==> config.mk <==
export PLATFORM = sky130hd
export DESIGN_NAME = isst_ctrl
export DESIGN_NICKNAME = d
export VERILOG_FILES = /design/src/sv/isst_pkg.sv /design/src/sv/isst_ctrl.sv
export SDC_FILE = /design/constraint.sdc
export NUM_CORES = 1
export LEC_CHECK = 0
export ABC_AREA = 1
export BUFFER_PORTS_ARGS = -buffer_cell sky130_fd_sc_hd__buf_4
export CORE_AREA = 2 2 39 41
export DETAILED_ROUTE_END_ITERATION = 8
export DIE_AREA = 0 0 41 43
export SLEW_MARGIN = 20
export SYNTH_ARGS = -nofsm -noshare
export SYNTH_HDL_FRONTEND = slang
export SYNTH_SLANG_ARGS = --single-unit
==> constraint.sdc <==
create_clock -name clk -period 1.92 [get_ports clk]
set_clock_uncertainty 0.15 [all_clocks]
set_input_delay 0.096 -clock clk [delete_from_list [all_inputs] [get_ports clk]]
set_output_delay 0.096 -clock clk [all_outputs]
set_load 0.03 [all_outputs]
==> src/sv/isst_pkg.sv <==
package isst_pkg;

    localparam int DEF_MAX_RANGES = 64;

    localparam logic [1:0] FUNC_ADD    = 2'd0;
    localparam logic [1:0] FUNC_REMOVE = 2'd1;
    localparam logic [1:0] FUNC_QUERY  = 2'd2;

    localparam logic [1:0] ST_OK      = 2'd0;
    localparam logic [1:0] ST_FULL    = 2'd1;
    localparam logic [1:0] ST_INVALID = 2'd2;

    typedef struct packed {
        logic [1:0]  func;
        logic [31:0] left;
        logic [31:0] right;
    } req_t;

    typedef struct packed {
        logic       covered;
        logic [1:0] status;
    } rsp_t;

    // controller to datapath
    typedef struct packed {
        logic load;
        logic cnt_step;
        logic clr_idx;
        logic bld_step;
        logic commit;
        logic finish;
    } cmd_t;

    // datapath to controller
    typedef struct packed {
        logic idx_done;
        logic no_build;
    } sts_t;

endpackage

==> src/sv/isst_ctrl.sv <==
module isst_ctrl (
    input  logic          clk,
    input  logic          rst_n,
    input  logic          start,
    input  isst_pkg::sts_t sts,
    output isst_pkg::cmd_t cmd,
    output logic          busy
);
    import isst_pkg::*;

    localparam logic [2:0] S_IDLE   = 3'd0;
    localparam logic [2:0] S_CNT_RD = 3'd1;
    localparam logic [2:0] S_CNT_EV = 3'd2;
    localparam logic [2:0] S_CHK    = 3'd3;
    localparam logic [2:0] S_BLD_RD = 3'd4;
    localparam logic [2:0] S_BLD_EV = 3'd5;
    localparam logic [2:0] S_CMT    = 3'd6;
    localparam logic [2:0] S_FIN    = 3'd7;

    logic [2:0] state_reg, state_next;

    // sequence count pass, check, build pass, commit, finish
    always_comb
    begin
        state_next = state_reg;
        cmd        = '0;
        case (state_reg)
            S_IDLE:
            begin
                if (start)
                begin
                    cmd.load   = 1'b1;
                    state_next = S_CNT_RD;
                end
            end
            S_CNT_RD:
            begin
                state_next = sts.idx_done ? S_CHK : S_CNT_EV;
            end
            S_CNT_EV:
            begin
                cmd.cnt_step = 1'b1;
                state_next   = S_CNT_RD;
            end
            S_CHK:
            begin
                cmd.clr_idx = 1'b1;
                state_next  = sts.no_build ? S_FIN : S_BLD_RD;
            end
            S_BLD_RD:
            begin
                state_next = sts.idx_done ? S_CMT : S_BLD_EV;
            end
            S_BLD_EV:
            begin
                cmd.bld_step = 1'b1;
                state_next   = S_BLD_RD;
            end
            S_CMT:
            begin
                cmd.commit = 1'b1;
                state_next = S_FIN;
            end
            S_FIN:
            begin
                cmd.finish = 1'b1;
                state_next = S_IDLE;
            end
            default:
            begin
                state_next = S_IDLE;
            end
        endcase
    end

    always_ff @(posedge clk or negedge rst_n)
    begin
        if (!rst_n)
        begin
            state_reg <= S_IDLE;
        end
        else
        begin
            state_reg <= state_next;
        end
    end

    assign busy = (state_reg != S_IDLE);

endmodule

* Word-level counts from Yosys, hierarchy flattened
Cells that the tools add are included.
** Storage, ports and cells
- Bits in registers :: 3
- Input port bits :: 5
- Output and inout bits :: 7
- Logic and storage cells :: 23
** Cells by class
- Equal/unequal tests :: 8
- Mux-type cells :: 12
- Reduce and logical (&&, ||, !) cells :: 2
** Operators by type and width (number)
- one-hot mux 3 bit (8 select lines) :: 1
- == test 3 bit, second input constant :: 4
- two-way mux 1 bit :: 8
- == test 3 x 2 -> 1 bit, second input constant :: 2
- two-way mux 2 bit :: 2
- == test 3 x 1 -> 1 bit, second input constant :: 1
- logical NOT 3 bit :: 1
- two-way mux 3 bit :: 1
- nonzero test 3 bit :: 1
- inequality test 2 bit, second input constant :: 1

* Depth between registers and ports, before layout
- Depth after elaboration :: 2
- Mapped depth :: 6
- Gate-level depth less buffers :: 6

* Least setup slack after synthesis
No wires, ideal clock.
- Path kind :: reg-to-output
- Start :: register state_reg[1]
- End :: output port cmd[5] (netlist bit)
- Data arrival time :: 1310 ps
- Data required time :: 1674 ps
- Setup slack :: 364 ps
- Stages on the path, launching flop included :: 4
- Buffers on the path :: 0
- Path through :: dfrtp_1 nor2_1 nand2_1 nor2_1
** RTL lines
- start: declaration :: line isst_ctrl.sv:20 : logic [2:0] state_reg, state_next;
- start signal: assignment :: line isst_ctrl.sv:84 : state_reg <= state_next;
- end: declaration :: line isst_ctrl.sv:6 : output isst_pkg::cmd_t cmd,

* Worst setup path in the final report
- Start :: register state_reg[2]
- End :: register state_reg[1]
** Between the ends
- Cells in the longest elaborated chain, start to end :: 2
- Elaborated cells between the ends (all ways) :: 10
- Those cells by class :: eq/ne (8); mux (1); reduce/logical (1)
** Ends and longest elaborated chain
- == test 3 bit (tied with other cells) :: line isst_ctrl.sv:27 : case (state_reg)
- one-hot mux 3 bit (8 select lines) / inequality test 2 bit (equally long branches)
Several ways; a longest one is shown, not always the timed one.
A chain may end at the register's enable or synchronous reset.

==> flow_summary.yaml <==
sta:
  tightest_slew_ps: 256
  min_period_ps: 1600
  fin_worst_hold_slack_ps: 41.8
  timing.setup.tns_ps: 0
  fmax_ghz: 0.624
  fin_crit_sh_pct: 83.5
  rsz0062_at_grt: "false"
  relSlewSlack_pct: 83.0
  drv_slew: 0
  finalHoldViolCount: 0
  setup_viol: 0
die:
  fp.coreArea_sq_mm: 0.00138
  initial_utilization_pct: 15.4
  io_pins: 12
  die_y_microns: 43
  dieWidth_microns: 41
  fp.dieArea_sq_mm: 0.00176
  rows: 14
synthesis:
  ys_ff_latch: 3
  yosysWarnings: 0
  synthMostInstantiatedCell: "nor2_1"
  syn_area_per_cell_sq_um: 6.45
  synth_cells: 33
  synth_top_cell_by_area: "dfrtp_1"
  yosysTopAreaCellShare_pct: 35.3
  synthTopCellsByCount: "nor2_1 (7), inv_1 (6), nand2_1 (4), nand3_1 (4), dfrtp_1 (3)"
  synth_edf_count: 0
  synth.net_count: 38
  synth_seq_area_share_pct: 35.3
  synthTopCellsByArea: "dfrtp_1 (35%), nor2_1 (12%), inv_1 (11%)"
  synth_ff_type: "dfrtp_1"
  ys_types: 12
  syn_area_sq_um: 213
  async_flop_share_pct: 100
power_and_ir_drop:
  power.total_w: 0.000660
  p_per_area_mw_per_mm2: 1730
  p_leak_nw: 0.209
  ir_worst_vdd_mv: 0.554
route:
  top_layer: "met3"
  drtIter0Drc: 5
  vias: 255
  totalWireLength_microns: 515
  dr.pass1.iters: 4
  dr_wl_met2_microns: 255
  drcViolationCount: 0
  drt-met1-wl_microns: 219
  dr_wl_met3_microns: 40
  ant_nets: 0
  vias_per_cell: 3.75
  wl_per_cell_microns: 7.57
worst_setup_path:
  path_buf_inv: 2
  arrival_ps: 1560
  critPathTopFamily: "buffers and inverters"
  critPathLaunchType: "flip-flop"
  worst_setup_path_end_kind: "flip-flop"
  critPathRequiredTime_ps: 1880
  slowest_stage: "dlygate4sd3_1"
  cpPeakStageDelay_ps: 560
  worst-path-max-fanout: 7
  crit_chain: "inv_2 -> nand3_1 -> nand4_1 -> dlygate4sd3_1"
  critPathKind: "reg2reg"
placed_design:
  placed_area_sq_um: 315
  dp_hpwl_microns: 429
  place.gp.congestion: 0.624
  io_buffers: 11
final_layout:
  final_nets: 58
  final_area_sq_um: 382
  drive_above_1_share_pct: 32.7
  area_growth_syn_to_layout_pct: 79.4
  diodes: 0
  fill_cells: 158
  largest_reg_flops: 3
clock_tree:
  post_cts.repair.setup_buffers: 0
  cts-resized-gates: 0
  cts.sinks: 3
  clockBufferDepth: 2
  cts-buffers-inserted: 3
  root_buffer: "clkbuf_4"
  cts_max_level: 1
  clk_latency_ps: 230
  hold_buffers: 4
  cts_tree: "yes"
  clk_pin_slew_worst_paths_ps: 30
global_route:
  grt_pass1_vias: 235
  antenna_found_initial: 0
  grt_overflow: 0
  grt_pass1_wl_microns: 945
  grt.total_usage_pct: 8.55
  grt_max_degree: 8
flow_run:
  drv_cap: 0
status:
  status: "finished, final reports clean"
min_path:
  hold_path_class: "in2async"
==> report_power, final <==
group	internal (W)	total, W	leakage (nW)	switching (W)
sequential	0.0000966	0.000158	0.0365	0.0000611
combinational	0.000156	0.000393	0.158	0.000238
clock	0.0000778	0.000109	0.0150	0.0000311
total	0.000330	0.000660	0.209	0.000330
==> final timing paths <==
| path | slack (ps) | from | cells after the start | endpoint |
|---|---|---|---|---|
| max reg2reg | 320 | state_reg[2]$_DFFE_PN0P_ | 4 | state_reg[1]$_DFFE_PN0P_ |
| min | 40 | rst_n | 2 | state_reg[0]$_DFFE_PN0P_ |
| min in group clk | 120 | sts[1] | 5 | state_reg[0]$_DFFE_PN0P_ |
| min reg2reg | 560 | state_reg[1]$_DFFE_PN0P_ | 3 | state_reg[2]$_DFFE_PN0P_ |
| max in group asynchronous | 1490 | rst_n | 2 | state_reg[1]$_DFFE_PN0P_ |
| max | 320 | state_reg[2]$_DFFE_PN0P_ | 4 | state_reg[1]$_DFFE_PN0P_ |
==> routing by layer <==
layer / up-vias / track usage (%)
li1: 144 / -
met3: 0 / 7.85
met1: 103 / 9.06
met2: 8 / 11.3
met4: 0 / 4.00
met5: - / 0
==> area by class of cell <==
type	count	area [sq um]	share of cell area, %
Multi-Input combinational cell	23	111	29.2
Timing Repair Buffer	15	123	32.1
Inverter	7	26.3	6.89
Tap cell	16	20.0	5.25
Sequential cell	3	75.1	19.7
Clock buffer	4	26.3	6.89
==> cell usage in the layout, fill, tap and decap left out, drive strengths merged <==
cell          n
buf          11
nor2          8
inv           7
nand2         5
nand3         4
dlygate4sd3   4
clkbuf        4
dfrtp         3
nor3          2
nand4         2
o21ai         1
a21oi         1
==> metrics by stage <==
step | instances | utilization [%] | setup WS [ps]
global placement | 60 | 22.8 | 671
finish | 68 | 27.6 | 317
detailed placement | 60 | 22.8 | 663
CTS | 68 | 27.6 | 301
floorplan | 33 | - | 364
global route | 68 | 27.6 | 202
==> cell families (layout without fill, tap and decap cells) <==
| kind of cell | count (synthesis) | count (layout) | share of synthesized area (%) |
|---|---|---|---|
| AO/OA/AOI/OAI | 2 | 2 | 4.70 |
| buffers and inverters | 7 | 26 | 12.4 |
| flip-flops | 3 | 3 | 35.3 |
| AND/OR/NAND/NOR | 21 | 21 | 47.6 |
(Power assumes the default switching activity.)
